<file path="config.mk">
export PLATFORM = sky130hd
export DESIGN_NAME = password_door_lock_controller_core
export DESIGN_NICKNAME = d
export VERILOG_FILES = /design/src/hw/rtl/dlc_pkg.sv /design/src/hw/rtl/dlc_code_mem.sv /design/src/hw/rtl/dlc_ctrl.sv /design/src/hw/rtl/password_door_lock_controller_core.sv
export SDC_FILE = /design/constraint.sdc
export NUM_CORES = 1
export LEC_CHECK = 0
export ABC_AREA = 1
export BUFFER_PORTS_ARGS = -buffer_cell sky130_fd_sc_hd__clkbuf_2
export CORE_MARGIN = 2
export CORE_UTILIZATION = 60
export DETAILED_ROUTE_END_ITERATION = 8
export PLACE_DENSITY = 0.78
export SLEW_MARGIN = 40
export SYNTH_ARGS = -nofsm -noshare
export SYNTH_HDL_FRONTEND = slang
export SYNTH_SLANG_ARGS = --single-unit
export TNS_END_PERCENT = 1
</file>
<file path="constraint.sdc">
create_clock -name clk -period 4.1 [get_ports clk]
set_input_delay 0.41 -clock clk [delete_from_list [all_inputs] [get_ports clk]]
set_output_delay 0.41 -clock clk [all_outputs]
set_load 0.05 [all_outputs]
</file>
<file path="src/hw/rtl/dlc_pkg.sv">
// Shared types and codes for the password door lock controller.
`timescale 1ns / 1ps
package dlc_pkg;

	// event kinds
	localparam logic [1:0] MODE_CMD  = 2'd0;
	localparam logic [1:0] MODE_BYTE = 2'd1;
	localparam logic [1:0] MODE_TICK = 2'd2;

	// command codes
	localparam logic [7:0] CMD_CHECK   = 8'd0;
	localparam logic [7:0] CMD_OPEN    = 8'd1;
	localparam logic [7:0] CMD_CHANGE  = 8'd2;
	localparam logic [7:0] CMD_FIRST   = 8'd3;
	localparam logic [7:0] CMD_CONFIRM = 8'd4;

	// reply codes
	localparam logic [2:0] RPL_NONE     = 3'd0;
	localparam logic [2:0] RPL_DIFFER   = 3'd1;
	localparam logic [2:0] RPL_MATCH    = 3'd2;
	localparam logic [2:0] RPL_OPENING  = 3'd3;
	localparam logic [2:0] RPL_WRONG    = 3'd4;
	localparam logic [2:0] RPL_CHANGING = 3'd5;

	// motor codes
	localparam logic [1:0] MOTOR_STOP    = 2'd0;
	localparam logic [1:0] MOTOR_FORWARD = 2'd1;
	localparam logic [1:0] MOTOR_REVERSE = 2'd2;

	// register indexes
	localparam logic [1:0] REG_MISTAKE_LIMIT = 2'd0;
	localparam logic [1:0] REG_MOVE_TICKS    = 2'd1;
	localparam logic [1:0] REG_HOLD_TICKS    = 2'd2;
	localparam logic [1:0] REG_LOCKOUT_TICKS = 2'd3;

	localparam logic [7:0] RST_MISTAKE_LIMIT = 8'd3;
	localparam logic [7:0] RST_MOVE_TICKS    = 8'd15;
	localparam logic [7:0] RST_HOLD_TICKS    = 8'd3;
	localparam logic [7:0] RST_LOCKOUT_TICKS = 8'd60;

	typedef enum logic [10:0] {
		PH_ENROLL_CMD    = 11'b000_0000_0001,
		PH_ENROLL_BYTES  = 11'b000_0000_0010,
		PH_CONFIRM_CMD   = 11'b000_0000_0100,
		PH_CONFIRM_BYTES = 11'b000_0000_1000,
		PH_IDLE          = 11'b000_0001_0000,
		PH_CHECK_BYTES   = 11'b000_0010_0000,
		PH_OPTION        = 11'b000_0100_0000,
		PH_OPENING       = 11'b000_1000_0000,
		PH_HOLDING       = 11'b001_0000_0000,
		PH_CLOSING       = 11'b010_0000_0000,
		PH_LOCKOUT       = 11'b100_0000_0000
	} phase_t;

	typedef struct packed {
		logic [1:0] mode;
		logic [7:0] value;
	} in_t;

	typedef struct packed {
		logic [2:0] reply;
		logic [1:0] motor_drive;
		logic       alarm_on;
		logic       busy_res;
	} out_t;

endpackage

</file>
<file path="src/hw/rtl/dlc_code_mem.sv">
// Code memory: first-entry bank and stored-code bank, one write and one read port.
`timescale 1ns / 1ps
module dlc_code_mem #(
	parameter int CODE_LENGTH = 5,
	parameter int AW = $clog2(2 * CODE_LENGTH)
) (
	input  logic          clk,
	input  logic          we,
	input  logic [AW-1:0] waddr,
	input  logic [7:0]    wdata,
	input  logic [AW-1:0] raddr,
	output logic [7:0]    rdata
);

	logic [7:0] mem [2*CODE_LENGTH];

	always_ff @(posedge clk) begin
		if (we) begin
			mem[waddr] <= wdata;
		end
	end

	// write-first on a same-address collision
	always_ff @(posedge clk) begin
		if (we && (waddr == raddr)) begin
			rdata <= wdata;
		end else begin
			rdata <= mem[raddr];
		end
	end

endmodule

</file>
<file path="src/hw/rtl/dlc_ctrl.sv">
// Lock sequencer: phases, counters, config registers and code memory access.
`timescale 1ns / 1ps
module dlc_ctrl #(
	parameter int CODE_LENGTH = 5,
	parameter int AW = $clog2(2 * CODE_LENGTH),
	parameter int PW = $clog2(CODE_LENGTH + 1)
) (
	input  logic          clk,
	input  logic          arst_n,
	input  logic          take,
	input  dlc_pkg::in_t  item,
	input  logic          cfg_we,
	input  logic [1:0]    cfg_index,
	input  logic [7:0]    cfg_data,
	output dlc_pkg::out_t result,
	output logic          mem_we,
	output logic [AW-1:0] mem_waddr,
	output logic [7:0]    mem_wdata,
	output logic [AW-1:0] mem_raddr,
	input  logic [7:0]    mem_rdata
);

	localparam logic [PW-1:0] LAST_POS = PW'(CODE_LENGTH - 1);
	localparam logic [PW-1:0] CODE_LEN = PW'(CODE_LENGTH);
	localparam logic [AW-1:0] BANK_OFS = AW'(CODE_LENGTH);

	dlc_pkg::phase_t phase_q, phase_d;
	logic [PW-1:0] pos_q, pos_d;
	logic          match_q, match_d;
	logic [7:0]    mistakes_q, mistakes_d;
	logic [7:0]    ticks_q, ticks_d;
	logic          sel_q, sel_d;  // bank that holds the stored code
	logic [7:0]    limit_q, move_q, hold_q, lockout_q;

	logic          is_cmd, is_byte, is_tick;
	logic          byte_eq, last_byte, opt_known;
	logic [7:0]    tick_inc, mistake_inc, tick_limit;
	logic          tick_end;
	logic [2:0]    reply;
	logic          rd_bank;
	logic [PW-1:0] rd_pos;

	always_ff @(posedge clk or negedge arst_n) begin
		if (!arst_n) begin
			limit_q   <= dlc_pkg::RST_MISTAKE_LIMIT;
			move_q    <= dlc_pkg::RST_MOVE_TICKS;
			hold_q    <= dlc_pkg::RST_HOLD_TICKS;
			lockout_q <= dlc_pkg::RST_LOCKOUT_TICKS;
		end else if (cfg_we) begin
			unique case (cfg_index)
				dlc_pkg::REG_MISTAKE_LIMIT: limit_q   <= cfg_data;
				dlc_pkg::REG_MOVE_TICKS:    move_q    <= cfg_data;
				dlc_pkg::REG_HOLD_TICKS:    hold_q    <= cfg_data;
				dlc_pkg::REG_LOCKOUT_TICKS: lockout_q <= cfg_data;
				default: ;
			endcase
		end
	end

	assign is_cmd    = take && (item.mode == dlc_pkg::MODE_CMD);
	assign is_byte   = take && (item.mode == dlc_pkg::MODE_BYTE);
	assign is_tick   = take && (item.mode == dlc_pkg::MODE_TICK);
	// mem_rdata already holds the entry at pos_q of the bank this phase compares against
	assign byte_eq   = (mem_rdata == item.value);
	assign last_byte = (pos_q == LAST_POS);
	assign opt_known = (item.value == dlc_pkg::CMD_OPEN) || (item.value == dlc_pkg::CMD_CHANGE);

	assign tick_inc    = (ticks_q == 8'hFF) ? ticks_q : ticks_q + 8'd1;
	assign mistake_inc = (mistakes_q == 8'hFF) ? mistakes_q : mistakes_q + 8'd1;

	always_comb begin
		unique case (phase_q)
			dlc_pkg::PH_HOLDING: tick_limit = hold_q;
			dlc_pkg::PH_LOCKOUT: tick_limit = lockout_q;
			default:             tick_limit = move_q;
		endcase
	end
	assign tick_end = (tick_inc >= tick_limit);

	always_comb begin
		phase_d    = phase_q;
		pos_d      = pos_q;
		match_d    = match_q;
		mistakes_d = mistakes_q;
		ticks_d    = ticks_q;
		sel_d      = sel_q;
		reply      = dlc_pkg::RPL_NONE;
		mem_we     = 1'b0;

		unique case (phase_q) inside
			dlc_pkg::PH_ENROLL_CMD: begin
				if (is_cmd && item.value == dlc_pkg::CMD_FIRST) begin
					phase_d = dlc_pkg::PH_ENROLL_BYTES;
					pos_d   = '0;
					match_d = 1'b1;
				end
			end
			dlc_pkg::PH_ENROLL_BYTES: begin
				if (is_byte) begin
					mem_we = 1'b1;
					pos_d  = pos_q + PW'(1);
					if (!byte_eq) match_d = 1'b0;
					if (last_byte) phase_d = dlc_pkg::PH_CONFIRM_CMD;
				end
			end
			dlc_pkg::PH_CONFIRM_CMD: begin
				if (is_cmd && item.value == dlc_pkg::CMD_CONFIRM) begin
					phase_d = dlc_pkg::PH_CONFIRM_BYTES;
					pos_d   = '0;
					match_d = 1'b1;
				end
			end
			dlc_pkg::PH_CONFIRM_BYTES: begin
				if (is_byte) begin
					pos_d   = pos_q + PW'(1);
					match_d = match_q && byte_eq;
					if (last_byte) begin
						if (match_q && byte_eq) begin
							// first-entry bank becomes the stored code
							sel_d   = ~sel_q;
							reply   = dlc_pkg::RPL_MATCH;
							phase_d = dlc_pkg::PH_IDLE;
						end else begin
							reply   = dlc_pkg::RPL_DIFFER;
							phase_d = dlc_pkg::PH_ENROLL_CMD;
							pos_d   = '0;
							match_d = 1'b1;
						end
					end
				end
			end
			dlc_pkg::PH_IDLE: begin
				if (is_cmd && item.value == dlc_pkg::CMD_CHECK) begin
					phase_d = dlc_pkg::PH_CHECK_BYTES;
					pos_d   = '0;
					match_d = 1'b1;
				end
			end
			dlc_pkg::PH_CHECK_BYTES: begin
				if (is_byte) begin
					pos_d   = pos_q + PW'(1);
					match_d = match_q && byte_eq;
					if (last_byte) phase_d = dlc_pkg::PH_OPTION;
				end
			end
			dlc_pkg::PH_OPTION: begin
				if (is_cmd) begin
					if (!opt_known) begin
						phase_d = dlc_pkg::PH_IDLE;
					end else if (!match_q) begin
						reply      = dlc_pkg::RPL_WRONG;
						mistakes_d = mistake_inc;
						if (mistake_inc >= limit_q) begin
							phase_d = dlc_pkg::PH_LOCKOUT;
							ticks_d = '0;
						end else begin
							phase_d = dlc_pkg::PH_IDLE;
						end
					end else if (item.value == dlc_pkg::CMD_OPEN) begin
						reply   = dlc_pkg::RPL_OPENING;
						phase_d = dlc_pkg::PH_OPENING;
						ticks_d = '0;
					end else begin
						reply   = dlc_pkg::RPL_CHANGING;
						phase_d = dlc_pkg::PH_ENROLL_CMD;
						pos_d   = '0;
						match_d = 1'b1;
					end
				end
			end
			dlc_pkg::PH_OPENING, dlc_pkg::PH_HOLDING,
			dlc_pkg::PH_CLOSING, dlc_pkg::PH_LOCKOUT: begin
				if (is_tick) begin
					ticks_d = tick_end ? 8'd0 : tick_inc;
					if (tick_end) begin
						unique case (phase_q)
							dlc_pkg::PH_OPENING: phase_d = dlc_pkg::PH_HOLDING;
							dlc_pkg::PH_HOLDING: phase_d = dlc_pkg::PH_CLOSING;
							dlc_pkg::PH_CLOSING: phase_d = dlc_pkg::PH_IDLE;
							default: begin
								mistakes_d = '0;
								phase_d    = dlc_pkg::PH_IDLE;
							end
						endcase
					end
				end
			end
			default: begin
				if (take) begin
					phase_d = dlc_pkg::PH_ENROLL_CMD;
					pos_d   = '0;
					match_d = 1'b1;
				end
			end
		endcase
	end

	always_ff @(posedge clk or negedge arst_n) begin
		if (!arst_n) begin
			phase_q    <= dlc_pkg::PH_ENROLL_CMD;
			pos_q      <= '0;
			match_q    <= 1'b1;
			mistakes_q <= '0;
			ticks_q    <= '0;
			sel_q      <= 1'b0;
		end else begin
			phase_q    <= phase_d;
			pos_q      <= pos_d;
			match_q    <= match_d;
			mistakes_q <= mistakes_d;
			ticks_q    <= ticks_d;
			sel_q      <= sel_d;
		end
	end

	// prefetch the entry the next byte will be compared against
	assign rd_bank = (phase_d == dlc_pkg::PH_CHECK_BYTES) ? sel_d : ~sel_d;
	assign rd_pos  = (pos_d >= CODE_LEN) ? '0 : pos_d;
	assign mem_raddr = rd_bank ? (AW'(rd_pos) + BANK_OFS) : AW'(rd_pos);

	assign mem_waddr = (~sel_q) ? (AW'(pos_q) + BANK_OFS) : AW'(pos_q);
	assign mem_wdata = item.value;

	always_comb begin
		result.reply       = reply;
		result.motor_drive = (phase_d == dlc_pkg::PH_OPENING) ? dlc_pkg::MOTOR_FORWARD :
		                     (phase_d == dlc_pkg::PH_CLOSING) ? dlc_pkg::MOTOR_REVERSE :
		                                                        dlc_pkg::MOTOR_STOP;
		result.alarm_on    = (phase_d == dlc_pkg::PH_LOCKOUT);
		result.busy_res    = (phase_d == dlc_pkg::PH_OPENING) ||
		                     (phase_d == dlc_pkg::PH_HOLDING) ||
		                     (phase_d == dlc_pkg::PH_CLOSING) ||
		                     (phase_d == dlc_pkg::PH_LOCKOUT);
	end

endmodule

</file>
<file path="src/hw/rtl/password_door_lock_controller_core.sv">
// Password door lock controller: top level with output register.
// Input channel in_valid / in_stall / in_data carries one event beat
// (mode: command, password byte or timer tick; value: command code or byte).
// Every accepted event gives exactly one result beat on out_valid / out_stall /
// out_data: reply code, motor drive, buzzer and busy flags after that event.
// Each result is registered: it appears in the cycle after its event is taken.
// Throughput: one event per cycle unless in_stall is high; the phase logic settles
// within the cycle; the code memory is read one entry ahead of the next byte.
// The output register holds a result while out_stall is high; in_stall is
// raised only while that register is full and stalled, so a new event is
// taken in the same cycle the previous result leaves.
// Configuration: cfg_we writes register cfg_index with cfg_data;
// write only while no events are in flight.
// Reset (arst_n low) puts the lock in enrollment, clears counters and loads
// default timing; the code memory is not cleared and needs no clearing pass,
// since enrollment writes every entry before any compare reads it.
`timescale 1ns / 1ps
module password_door_lock_controller_core #(
	parameter int CODE_LENGTH = 5
) (
	input  logic          clk,
	input  logic          arst_n,
	input  logic          in_valid,
	output logic          in_stall,
	input  dlc_pkg::in_t  in_data,
	output logic          out_valid,
	input  logic          out_stall,
	output dlc_pkg::out_t out_data,
	input  logic          cfg_we,
	input  logic [1:0]    cfg_index,
	input  logic [7:0]    cfg_data
);

	localparam int AW = $clog2(2 * CODE_LENGTH);
	localparam int PW = $clog2(CODE_LENGTH + 1);

	logic          take;
	dlc_pkg::out_t result;
	logic          out_valid_q;
	dlc_pkg::out_t out_q;

	logic          mem_we;
	logic [AW-1:0] mem_waddr, mem_raddr;
	logic [7:0]    mem_wdata, mem_rdata;

	assign in_stall = out_valid_q && out_stall;
	assign take     = in_valid && !in_stall;

	dlc_ctrl #(
		.CODE_LENGTH(CODE_LENGTH),
		.AW(AW),
		.PW(PW)
	) u_ctrl (
		.clk      (clk),
		.arst_n   (arst_n),
		.take     (take),
		.item     (in_data),
		.cfg_we   (cfg_we),
		.cfg_index(cfg_index),
		.cfg_data (cfg_data),
		.result   (result),
		.mem_we   (mem_we),
		.mem_waddr(mem_waddr),
		.mem_wdata(mem_wdata),
		.mem_raddr(mem_raddr),
		.mem_rdata(mem_rdata)
	);

	dlc_code_mem #(
		.CODE_LENGTH(CODE_LENGTH),
		.AW(AW)
	) u_mem (
		.clk  (clk),
		.we   (mem_we),
		.waddr(mem_waddr),
		.wdata(mem_wdata),
		.raddr(mem_raddr),
		.rdata(mem_rdata)
	);

	always_ff @(posedge clk or negedge arst_n) begin
		if (!arst_n) begin
			out_valid_q <= 1'b0;
		end else if (!in_stall) begin
			out_valid_q <= in_valid;
		end
	end

	always_ff @(posedge clk) begin
		if (take) begin
			out_q <= result;
		end
	end

	assign out_valid = out_valid_q;
	assign out_data  = out_q;

	// an accepted event always leaves a result beat in the next cycle
	a_result_follows: assert property (@(posedge clk) disable iff (!arst_n)
		take |=> out_valid)
		else $error("accepted event produced no result beat");

	// input stalls only behind a full, stalled output register
	a_stall_cause: assert property (@(posedge clk) disable iff (!arst_n)
		in_stall |-> (out_valid && out_stall))
		else $error("input stalled without a pending result");

	// buzzer and motor belong to timed phases and never overlap
	a_flags_consistent: assert property (@(posedge clk) disable iff (!arst_n)
		out_valid |-> ((!out_data.alarm_on || out_data.busy_res) &&
		              (out_data.motor_drive == dlc_pkg::MOTOR_STOP ||
		               (out_data.busy_res && !out_data.alarm_on))))
		else $error("inconsistent motor, buzzer and busy flags");

endmodule

</file>
## Word level (Yosys, flattened, before mapping)

Memory sizes are Yosys's and may differ from the RTL's. A register that Yosys moved wholly into a read port is not among the register bits.
Index checks and enable logic that the tools add are counted.

| operators by class | value |
|---|---|
| reduce and logical (&&, ||, !) cells | 29 |
| mux-type cells | 85 |
| add/sub/neg operators | 5 |
| equal/unequal tests | 44 |
| bitwise gates (word level) | 3 |
| magnitude comparators | 3 |

Operator list:

| operator | count |
|---|---|
| $mux 11 | 16 |
| $mux 8 | 16 |
| $pmux 11 s8 | 1 |
| $mux 3 | 18 |
| $pmux 8 s2 | 3 |
| $eq 11x10->1 const B | 2 |
| $eq 11x11->1 const B | 2 |
| $eq 11x6->1 const B | 2 |
| $eq 11x8->1 const B | 2 |
| $eq 11x9->1 const B | 2 |
| $mux 1 | 21 |
| $pmux 3 s7 | 1 |
| $pmux 10 s2 | 1 |
| $add 8x1->8 const B | 2 |
| $eq 8x2->1 const B | 2 |
| $eq 8x8->1 const B | 2 |
| $ge 8x8->1 | 2 |
| $ne 2x1->1 const B | 7 |
| $ne 2x2->1 const B | 6 |
| $eq 11x1->1 const B | 1 |
| $eq 11x2->1 const B | 1 |
| $eq 11x3->1 const B | 1 |
| $eq 11x4->1 const B | 1 |
| $eq 11x5->1 const B | 1 |
| other kinds (32) | 56 |

| storage, ports and cells | value |
|---|---|
| memory bits (writable) | 80 |
| output and inout bits | 9 |
| input bits | 25 |
| memories kept | 1 |
| flip-flop bits (word level) | 72 |

Memory list:

| memory | depth | bits a word | rd ports | clocked after Yosys merged registers in | wr ports | RTL line | text |
|---|---|---|---|---|---|---|---|
| u_mem.mem | 10 | 8 | 1 | 1 | 1 | dlc_code_mem.sv:15 | `logic [7:0] mem [2*CODE_LENGTH];` |

## Longest topological paths before layout

Gate-level depths: netlist of run 1.

| logic depth | value |
|---|---|
| word-level depth | 12 |
| depth in mapped cells | 24 |

## Modules after synthesis

Synthesis of run 1 repeated with hierarchy kept, for this count alone.

| unflattened totals | value |
|---|---|
| cells, all modules | 979 |
| area, all modules | 8516.9 µm² |

By module, submodules not included:

| module | area an instance (µm²) | sequential area each (µm²) | instances | cells an instance |
|---|---|---|---|---|
| dlc_ctrl | 4678.2 | 1619.1 | 1 | 635 |
| dlc_code_mem | 3583.4 | 2482.4 | 1 | 331 |
| password_door_lock_controller_core | 255.2 | 235.2 | 1 | 13 |

## Worst setup path before layout of run 1

No wires, ideal clock.

| path | value |
|---|---|
| kind | register to register |
| start | reg u_ctrl.phase_q[0] |
| end | reg out_q, in the netlist out_data[0] (data pin) |
| required time | 3828 ps |
| arrival | 2910 ps |
| path slack | 919 ps |
| period minus slack after synthesis | 3181 ps |
| path buffers | 0 |
| stages on the path, launching flop included | 24 |
| cells stage by stage | dfstp_2 -> nor2_2 -> nand2_4 -> nor2_4 -> nand2_2 -> clkinv_1 -> nor2_1 -> a21oi_1 -> ha_1 -> inv_1 -> nor2_1 -> o211ai_1 -> nand3_1 -> nand4_1 -> nand2_1 -> nand2_1 -> nand2_1 -> o21ai_0 -> inv_1 -> nand2_1 -> nor2_1 -> inv_1 -> a21oi_1 -> nand4_1 |

RTL lines:

| what | RTL line | text |
|---|---|---|
| start, declared | dlc_ctrl.sv:27 | `dlc_pkg::phase_t phase_q, phase_d;` |
| start signal, assigned | dlc_ctrl.sv:200 | `phase_q <= dlc_pkg::PH_ENROLL_CMD;` |
| start signal, assigned | dlc_ctrl.sv:207 | `phase_q <= phase_d;` |
| end signal, assigned | password_door_lock_controller_core.sv:91 | `out_q <= result;` |
| end, declared | password_door_lock_controller_core.sv:40 | `dlc_pkg::out_t out_q;` |

==> insert_results.sql, run 1 <==
INSERT INTO impl_metrics (metric_group, metric, value, unit) VALUES
('clock_network', 'post_cts_hold_buffer_count', '0', ''),
('timing', 'finalSetupViolCount', '0', ''),
('drt', 'detailroute.via_count', '7033', ''),
('place', 'post-dp-hpwl', '14800', 'um'),
('power_and_ir_drop', 'power_density', '520.1', 'nW/um^2'),
('power_and_ir_drop', 'power_leakage', '0.004421', 'uW'),
('critical_path', 'cp-start-kind', 'flip-flop', ''),
('floorplanning', 'die_area', '15430', 'um^2'),
('drt', 'drt-vias-per-instance', '5.663', ''),
('drt', 'route.detailed.wl_per_inst', '16.55', 'um'),
('clock_network', 'cts_inserted_buffers', '17', ''),
('global_routing', 'met1_usage', '36.56', '%'),
('place', 'gp_congestion', '0.9804', ''),
('global_routing', 'grtUsageMet2', '44.23', '%'),
('critical_path', 'path_depth_of_the_worst_reg2reg_path', '24', ''),
('floorplanning', 'placement_rows', '43', ''),
('global_routing', 'grt_most_used_layer', 'met2', ''),
('cells_and_area', 'final.fill_count', '1086', ''),
('clock_network', 'cts_tree', 'done', ''),
('timing', 'rsz_0062_raised_after_global_routing', 'yes', ''),
('global_routing', 'gr-usage-met3', '4.905', '%'),
('place', 'placement.io_buffers', '33', ''),
('cells_and_area', 'fin_nets', '1095', ''),
('drt', 'remaining_antenna_violation_count', '0', ''),
('logic_synthesis', 'synth.distinct_cells', '49', ''),
('logic_synthesis', 'cell_area_after_technology_mapping', '8670', 'um^2'),
('power_and_ir_drop', 'design_power_total', '5025', 'uW'),
('critical_path', 'regToRegEndpoint', 'out_data[0]', ''),
('timing', 'timing.hold.ws', '-0.01259', 'ns'),
('min_path', 'holdCritPathClass', 'input port to asynchronous set/reset pin', ''),
('critical_path', 'crit_required', '4.27', 'ns'),
('cells_and_area', 'area_growth_syn_to_layout', '11.44', '%'),
('logic_synthesis', 'synth-seq-cells', '160', ''),
('run_status', 'run_status', 'finished, violations left', ''),
('clock_network', 'post_cts.resized_instances', '0', ''),
('clock_network', 'post-cts-setup-buffer-count', '0', ''),
('global_routing', 'vias_in_the_first_global_route', '6725', ''),
('critical_path', 'path_max_fanout', '8', ''),
('timing', 'finalHoldViolations', '22', ''),
('clock_network', 'insertion_delay', '0.44', 'ns'),
('timing', 'final-max-slew-violation-count', '0', ''),
('global_routing', 'grt_util_all_layers', '27.17', '%'),
('global_routing', 'number_of_antenna_violations_at_the_first_check_in_global_routing', '0', ''),
('clock_network', 'cts_max_level', '4', ''),
('cells_and_area', 'postLayoutCoreUtil', '69.07', '%'),
('global_routing', 'total_gr_overflow', '0', ''),
('timing', 'fin_crit_sh', '91.25', '%'),
('clock_network', 'cts_max_path_buffers', '2', ''),
('timing', 'worst_clock_skew', '0.01088', 'ns'),
('logic_synthesis', 'netlist_instances', '1002', ''),
('timing', 'tightestPinTransition', '0.8706', 'ns'),
('critical_path', 'worst_r2r_startpoint', 'u_ctrl.ticks_q[0]', ''),
('critical_path', 'path_class', 'flip-flop to flip-flop', ''),
('floorplanning', 'placeableCoreArea', '13990', 'um^2'),
('logic_synthesis', 'yosysWarnings', '0', ''),
('clock_network', 'clkSlewWorstSetupHoldPaths', '0.07', 'ns'),
('floorplanning', 'initial_core_util', '61.98', '%'),
('logic_synthesis', 'synth_top_flop_cell', 'sky130_fd_sc_hd__edfxtp_1', ''),
('floorplanning', 'pin_count', '34', ''),
('timing', 'maxSlewHeadroom', '41.74', '%'),
('run_status', 'violations', 'negative hold slack', ''),
('logic_synthesis', 'synthesis.area_per_instance', '8.652', 'um^2'),
('logic_synthesis', 'share_of_flip_flops_with_an_asynchronous_set_or_reset', '40.63', '%'),
('cells_and_area', 'drive_above_1_share', '16.29', '%'),
('run', 'max_cap_viol_count', '0', ''),
('cells_and_area', 'insertedDiodeCount', '0', ''),
('timing', 'post-route-min-period', '3.741', 'ns'),
('drt', 'detail_route.wirelength', '20560', 'um'),
('timing', 'max_clock_freq', '267.3', 'MHz'),
('global_routing', 'grt_pass1_wl', '33490', 'um'),
('drt', 'drt-pass1-iter-count', '6', '');
==> cells in the final DEF, fill, tap and decap left out, types with 5 or more instances in the layout <==
master and n:
sky130_fd_sc_hd__nand2_4 9, sky130_fd_sc_hd__inv_2 16, sky130_fd_sc_hd__clkbuf_2 32, sky130_fd_sc_hd__nor2_2 12, sky130_fd_sc_hd__buf_4 15, sky130_fd_sc_hd__clkbuf_16 17
sky130_fd_sc_hd__ha_1 21, sky130_fd_sc_hd__a22o_1 7, sky130_fd_sc_hd__nand2_2 18, sky130_fd_sc_hd__nand2_1 203, sky130_fd_sc_hd__nor2_1 74, sky130_fd_sc_hd__o21ai_0 67
sky130_fd_sc_hd__nand4_1 7, sky130_fd_sc_hd__o21ai_1 10, sky130_fd_sc_hd__dfxtp_1 8, sky130_fd_sc_hd__nand3_1 114, sky130_fd_sc_hd__xnor2_1 8, sky130_fd_sc_hd__inv_1 147
sky130_fd_sc_hd__dfrtp_1 51, sky130_fd_sc_hd__nand3_2 7, sky130_fd_sc_hd__a21oi_1 22, sky130_fd_sc_hd__nor2_4 6, sky130_fd_sc_hd__o22ai_1 5, sky130_fd_sc_hd__xor2_1 12
sky130_fd_sc_hd__nor3_1 19, sky130_fd_sc_hd__edfxtp_1 87, sky130_fd_sc_hd__dfstp_2 14
==> power breakdown <==
part           total [uW]  leakage (uW)  internal, uW  switching, uW
Clock                1680      0.000304           977            706
Sequential           1970       0.00168          1850            119
Combinational        1370       0.00244           414            955
==> state kept, by name (all words and copies together) (netlist names) <==
signal,flops
out_data,7
out_valid,1
u_ctrl.hold_q,8
u_ctrl.limit_q,8
u_ctrl.lockout_q,8
u_ctrl.match_q,1
u_ctrl.mistakes_q,8
u_ctrl.move_q,8
u_ctrl.phase_q,11
u_ctrl.pos_q,3
u_ctrl.sel_q,1
u_ctrl.ticks_q,8
u_mem.mem,80
u_mem.rdata,8
==> per-layer routing <==
metal	up-vias	share of wire, %
li1	3400	-
met1	3272	43
met2	304	48
met3	57	7.0
met4	0	2.5
met5	-	0
==> cells in the mapped netlist (all sizes together), types with 2 or more instances <==
| library cell | instances | area share [%] |
|---|---|---|
| nand2 | 230 | 11 |
| inv | 164 | 7.1 |
| nand3 | 123 | 7.8 |
| nor2 | 93 | 5.0 |
| edfxtp | 87 | 30 |
| o21ai | 79 | 4.6 |
| dfrtp | 51 | 15 |
| a21oi | 22 | 1.3 |
| ha | 21 | 3.0 |
| nor3 | 20 | 1.2 |
| buf | 15 | 1.3 |
| dfstp | 14 | 4.2 |
| xor2 | 12 | 1.2 |
| dfxtp | 8 | 1.8 |
| xnor2 | 8 | 0.81 |
| a22o | 7 | 0.71 |
| nand4 | 7 | 0.51 |
| clkbuf | 5 | 0.22 |
| o22ai | 5 | 0.36 |
| o211ai | 4 | 0.35 |
| or2 | 4 | 0.29 |
| clkinv | 3 | 0.13 |
| nand3b | 3 | 0.26 |
| o31ai | 3 | 0.26 |
| a211oi | 2 | 0.17 |
| a21boi | 2 | 0.17 |
| a22oi | 2 | 0.17 |
| nor4 | 2 | 0.14 |
==> cell families (layout without fill, tap and decap cells) <==
logic type	count (synthesis)	count (layout)	synth area share, %
fa+ha+maj	21	21	3.031
flops	160	160	50.95
simple gates	482	482	26.48
xor+xnor	20	20	2.021
compound gates	132	132	8.703
buf+inv	187	247	8.818
==> how the worst max path moves through the flow <==
stage,start,to,slack (ns),cells past startpoint
floorplan,u_ctrl.phase_q[0],out_data[0],0.92,23
global placement,u_ctrl.ticks_q[0],u_ctrl.mistakes_q[7],0.47,18
detailed placement,u_ctrl.ticks_q[0],out_data[0],0.45,24
CTS,u_ctrl.ticks_q[0],u_ctrl.mistakes_q[4],0.40,18
global route,u_ctrl.ticks_q[0],u_ctrl.mistakes_q[7],-0.006,19
finish,u_ctrl.ticks_q[0],out_data[0],0.36,24
==> cell type report <==
type,count,area share [%]
inverter,167,6.514
sequential,160,45.71
multi-input combinational,655,36.16
clock inverter,15,2.007
timing repair buffer,48,2.875
clock buffer,17,4.403
tap,180,2.331
==> critical path, cell delays in order (launching register included) <==
cell and delay, ns:
sky130_fd_sc_hd__dfrtp_1 0.38, sky130_fd_sc_hd__ha_1 0.18, sky130_fd_sc_hd__inv_1 0.05, sky130_fd_sc_hd__nor3_1 0.32
sky130_fd_sc_hd__nand3_1 0.12, sky130_fd_sc_hd__nor2_1 0.17, sky130_fd_sc_hd__nand2_1 0.21, sky130_fd_sc_hd__nand2_1 0.10
sky130_fd_sc_hd__o21ai_0 0.15, sky130_fd_sc_hd__ha_1 0.34, sky130_fd_sc_hd__inv_1 0.04, sky130_fd_sc_hd__nor2_1 0.08
sky130_fd_sc_hd__o211ai_1 0.10, sky130_fd_sc_hd__nand3_1 0.08, sky130_fd_sc_hd__nand4_1 0.09, sky130_fd_sc_hd__nand2_1 0.11
sky130_fd_sc_hd__nand2_1 0.13, sky130_fd_sc_hd__nand2_1 0.10, sky130_fd_sc_hd__o21ai_0 0.08, sky130_fd_sc_hd__inv_1 0.10
sky130_fd_sc_hd__nand2_1 0.09, sky130_fd_sc_hd__nor2_1 0.10, sky130_fd_sc_hd__inv_1 0.05, sky130_fd_sc_hd__a21oi_1 0.19
sky130_fd_sc_hd__nand4_1 0.10
==> metrics by stage <==
step | setup slack [ns] | hold WS (ns) | instance area, um^2 | std cells | setup TNS (ns)
floorplan | 0.9186 | 0.1144 | 8670 | 1002 | 0
global placement | 0.4737 | 0.4604 | 9037 | 1210 | 0
detailed placement | 0.4461 | 0.4473 | 9037 | 1210 | 0
CTS | 0.3969 | 0.01057 | 9657 | 1242 | 0
global route | -0.006048 | 0.05036 | 9662 | 1242 | -0.007494
finish | 0.3587 | -0.01259 | 9662 | 1242 | 0
(Power assumes the default switching activity.)
==> run 2: changes to the inputs <==
--- a/config.mk
+++ b/config.mk
@@ -5,7 +5,6 @@
 export SDC_FILE = /design/constraint.sdc
 export NUM_CORES = 1
 export LEC_CHECK = 0
-export ABC_AREA = 1
 export BUFFER_PORTS_ARGS = -buffer_cell sky130_fd_sc_hd__clkbuf_2
 export CORE_MARGIN = 2
 export CORE_UTILIZATION = 60
==> run 2 against run 1 <==
  * The flow finishes with violations (negative setup slack)
  * Flip-flop and latch count is the same
  * Largest power group unchanged
  * Hold slack gained 0.19 ns
  * Die area shrank 1.1%
  * Final cell count shrank 13%
  * Critical path depth shrank 3
  * Sequential share of layout area shrank 3.0 points
  * Global-route usage grew 4.9 points
  * Fmax shrank 15%
  * Setup slack lost 0.65 ns
  * Utilization grew 5.2 points
  * Via count grew 1.6%
==> insert_results.sql, run 2 <==
INSERT INTO impl_metrics (metric_group, metric, value, unit) VALUES
('clock_network', 'cts_inserted_buffers', '17', ''),
('critical_path', 'worst_setup_path_end_kind', 'flip-flop', ''),
('power_and_ir_drop', 'vdd.ir_drop.worst', '314.2', 'uV'),
('logic_synthesis', 'yosysWarnings', '0', ''),
('critical_path', 'path_class', 'flip-flop to flip-flop', ''),
('floorplanning', 'placeableCoreArea', '13930', 'um^2'),
('global_routing', 'vias_in_the_first_global_route', '7052', ''),
('critical_path', 'path_depth_of_the_worst_reg2reg_path', '21', ''),
('clock_network', 'cts_tree', 'done', ''),
('cells_and_area', 'layout_top_registers', 'u_mem.mem: 80 flops, u_ctrl.phase_q: 11 flops', ''),
('critical_path', 'worst_r2r_startpoint', 'u_ctrl.ticks_q[0]', ''),
('cells_and_area', 'instances_no_fill', '1085', ''),
('logic_synthesis', 'yosysSeqAreaShare', '51.52', '%'),
('logic_synthesis', 'synth.top_cells.by_area', 'sky130_fd_sc_hd__edfxtp_1, sky130_fd_sc_hd__dfrtp_1, sky130_fd_sc_hd__mux2_2', ''),
('floorplanning', 'fp.dieW', '123.5', 'um'),
('clock_network', 'clkSlewWorstSetupHoldPaths', '0.07', 'ns'),
('power_and_ir_drop', 'power_leakage', '0.004124', 'uW'),
('timing', 'maxSlewHeadroom', '43.40', '%'),
('run_status', 'run_status', 'finished, violations left', ''),
('place', 'dp_worst_setup_slack', '-0.2120', 'ns'),
('timing', 'final-max-slew-violation-count', '0', ''),
('floorplanning', 'pin_count', '34', ''),
('cells_and_area', 'insertedDiodeCount', '0', ''),
('logic_synthesis', 'synth-seq-cells', '160', ''),
('timing', 'fin_ws', '-0.2954', 'ns'),
('cells_and_area', 'final_cell_mix', 'sky130_fd_sc_hd__edfxtp_1, sky130_fd_sc_hd__buf_4, sky130_fd_sc_hd__nand2_1, sky130_fd_sc_hd__dfrtp_1, sky130_fd_sc_hd__nor2_1', ''),
('drt', 'remaining_antenna_violation_count', '0', ''),
('timing', 'finalSetupViolCount', '9', ''),
('drt', 'route.detailed.wl_per_inst', '21.63', 'um'),
('drt', 'detail_route.wirelength', '23470', 'um'),
('min_path', 'whs_path_depth', '2', ''),
('drt', 'drt-vias-per-instance', '6.589', ''),
('drt', 'residual_drc_count', '0', ''),
('critical_path', 'regToRegEndpoint', 'u_mem.rdata[5]', ''),
('logic_synthesis', 'postSynthNetCount', '822', ''),
('logic_synthesis', 'netlist_instances', '776', ''),
('timing', 'rsz_0062_raised_after_global_routing', 'yes', ''),
('critical_path', 'crit_required', '4.42', 'ns'),
('global_routing', 'largest_net_degree_at_the_start_of_global_routing', '45', ''),
('drt', 'dr.first_iter.drc_count', '949', ''),
('place', 'place.detailed.instances', '1048', ''),
('clock_network', 'cts_max_path_buffers', '2', ''),
('global_routing', 'grt_pass1_wl', '36830', 'um'),
('floorplanning', 'initial_core_util', '61.52', '%'),
('logic_synthesis', 'post_synth_most_frequent_cells', 'sky130_fd_sc_hd__edfxtp_1, sky130_fd_sc_hd__nand2_1, sky130_fd_sc_hd__nor2_1', ''),
('run_status', 'violations', 'negative setup slack', ''),
('floorplanning', 'dieHeight', '123.5', 'um'),
('global_routing', 'total_gr_overflow', '0', ''),
('cells_and_area', 'registers.top_by_ff_count', 'u_mem.mem', ''),
('floorplanning', 'placement_rows', '43', ''),
('cells_and_area', 'area_growth_syn_to_layout', '20.75', '%'),
('critical_path', 'path_max_fanout', '8', ''),
('logic_synthesis', 'post-synth-top-count-cell', 'sky130_fd_sc_hd__edfxtp_1', ''),
('power_and_ir_drop', 'combinationalPowerShare', '27.3', '%'),
('logic_synthesis', 'synth_top_flop_cell', 'sky130_fd_sc_hd__edfxtp_1', ''),
('clock_network', 'clock-root-buffer', 'sky130_fd_sc_hd__clkbuf_16', ''),
('timing', 'max_clock_freq', '227.5', 'MHz'),
('critical_path', 'ff2ff_setup_slack', '-0.30', 'ns'),
('clock_network', 'insertion_delay', '0.44', 'ns'),
('timing', 'tightestPinTransition', '0.8458', 'ns'),
('power_and_ir_drop', 'p_seq_share', '39.6', '%'),
('logic_synthesis', 'synthesis.area_per_instance', '11.05', 'um^2'),
('power_and_ir_drop', 'power_switching_share', '30.99', '%'),
('drt', 'detailroute.via_count', '7149', ''),
('min_path', 'holdCritPathClass', 'input port to flip-flop', ''),
('logic_synthesis', 'share_of_flip_flops_with_an_asynchronous_set_or_reset', '40.63', '%'),
('place', 'post-dp-hpwl', '16210', 'um'),
('run', 'max_cap_viol_count', '0', ''),
('global_routing', 'number_of_antenna_violations_at_the_first_check_in_global_routing', '0', ''),
('logic_synthesis', 'cell_area_after_technology_mapping', '8573', 'um^2'),
('global_routing', 'grt_util_all_layers', '32.10', '%'),
('power_and_ir_drop', 'power.internal', '3370', 'uW'),
('critical_path', 'cp-start-kind', 'flip-flop', ''),
('logic_synthesis', 'yosys.area.top_type_share', '30.47', '%'),
('critical_path', 'arrival_time_at_the_worst_endpoint', '4.71', 'ns'),
('min_path', 'min_from', 'in_valid', ''),
('power_and_ir_drop', 'power.share.clock', '33.1', '%'),
('place', 'placement.io_buffers', '33', ''),
('logic_synthesis', 'post_synth_edffs', '87', ''),
('floorplanning', 'die_area', '15260', 'um^2'),
('power_and_ir_drop', 'power_density', '471.6', 'nW/um^2'),
('logic_synthesis', 'yosys.area.top_type', 'sky130_fd_sc_hd__edfxtp_1', ''),
('timing', 'finalHoldViolations', '0', ''),
('min_path', 'min_to', 'out_valid', ''),
('clock_network', 'cts_max_level', '4', ''),
('timing', 'worst_clock_skew', '0.009016', 'ns'),
('cells_and_area', 'largest_register_ffs', '80', ''),
('place', 'gp_congestion', '0.9420', ''),
('power_and_ir_drop', 'power.net_switching', '1513', 'uW'),
('clock_network', 'clock_sinks', '160', ''),
('drt', 'drt-pass1-iter-count', '6', ''),
('cells_and_area', 'drive_above_1_share', '30.28', '%'),
('cells_and_area', 'postLayoutCoreUtil', '74.29', '%'),
('logic_synthesis', 'synth.distinct_cells', '84', ''),
('timing', 'fin_crit_sh', '107.2', '%'),
('cells_and_area', 'fin_nets', '938', ''),
('timing', 'post-route-min-period', '4.395', 'ns');
==> run 2: cell types whose count changed after synthesis, sizes merged, moves of 34 or more <==
cell,previous run,this run
nand3,123,41
o21ai,79,41
nor2,93,52
inv,164,31
nand2,230,55
mux2,0,34
==> run 2: how the worst max path moves through the flow <==
stage                                 start             end  slack (ns)  cells after the start
after global placement    u_ctrl.phase_q[6]     out_data[0]       -0.17                     14
after global routing      u_ctrl.phase_q[7]  u_mem.rdata[5]       -0.51                     20
after CTS                 u_ctrl.phase_q[6]  u_mem.rdata[2]       -0.16                     17
after floorplan           u_ctrl.phase_q[6]  u_mem.rdata[0]       -0.06                     16
after detailed placement  u_ctrl.phase_q[6]     out_data[0]       -0.21                     14
final                     u_ctrl.ticks_q[0]  u_mem.rdata[5]       -0.30                     21
==> run 2: stage by stage <==
| step | area, um^2 | hold WS [ns] | TNS [ns] | power [uW] |
|---|---|---|---|---|
| 5_1_grt | 10350 | 0.1737 | -3.205 | 5063 |
| 2_1_floorplan | 8636 | 0.1144 | -0.4030 | 2773 |
| 3_5_place_dp | 9593 | 0.4156 | -1.491 | 3215 |
| 3_3_place_gp | 9587 | 0.4167 | -0.6101 | 3164 |
| 4_1_cts | 10250 | 0.1670 | -1.299 | 4852 |
| 6_report | 10350 | 0.1782 | -1.587 | 4883 |
==> run 2: power by group through the flow <==
stage	registers, uW	clock network [uW]	logic [uW]
2_1_floorplan	1950	0	820
3_3_place_gp	1960	0	1210
3_5_place_dp	1960	0	1250
4_1_cts	1930	1620	1300
5_1_grt	1950	1680	1430
6_report	1940	1610	1330
==> run 2: area by class of cell <==
type,count,area (um^2)
timing repair buffer,126,910.9
inverter,32,120.1
fill,940,3582
multi-input combinational,555,4071
clock inverter,13,153.9
tap,180,225.2
clock buffer,19,452.9
sequential,160,4418
==> run 2: routing by layer <==
layer / global-route usage, % / part of all wire, % / up-vias
li1: - / - / 3193
met2: 54.26 / 50 / 403
met1: 39.83 / 39 / 3478
met3: 6.089 / 7.2 / 75
met5: 0 / 0 / -
met4: 14.91 / 3.6 / 0
==> run 2: cells by family after synthesis <==
logic type,share of synthesized area (%)
mux,6.699
xor+xnor,2.773
fa+ha+maj,3.065
flops,51.52
simple gates,18.20
buf+inv,2.904
compound gates,14.84
==> run 2: critical path: stages, from the launching register on <==
cell and delay, ns:
sky130_fd_sc_hd__dfrtp_1 0.39, sky130_fd_sc_hd__ha_1 0.23, sky130_fd_sc_hd__nand2_1 0.12, sky130_fd_sc_hd__nor2_2 0.06, sky130_fd_sc_hd__nand3_2 0.11, sky130_fd_sc_hd__and2_4 0.18
sky130_fd_sc_hd__nand3_1 0.12, sky130_fd_sc_hd__xnor2_1 0.18, sky130_fd_sc_hd__ha_1 0.33, sky130_fd_sc_hd__nand2_1 0.08, sky130_fd_sc_hd__a211o_1 0.30, sky130_fd_sc_hd__o21ba_2 0.25
sky130_fd_sc_hd__o21ai_2 0.20, sky130_fd_sc_hd__a211oi_4 0.10, sky130_fd_sc_hd__a31oi_4 0.27, sky130_fd_sc_hd__buf_4 0.17, sky130_fd_sc_hd__mux2i_2 0.18, sky130_fd_sc_hd__buf_4 0.19
sky130_fd_sc_hd__nor2_1 0.06, sky130_fd_sc_hd__o41ai_1 0.51, sky130_fd_sc_hd__buf_4 0.20, sky130_fd_sc_hd__nand2_1 0.05
==> run 2: repair_timing <==
item                                   in CTS  in global routing
hold buffers                                1                  0
pin swaps                                   2                  6
resized for setup                           6                 12
endpoints found under the hold margin      19                  0
buffers inserted                            1                  2
setup endpoints to repair                   9                  9
cloned                                      1                  0
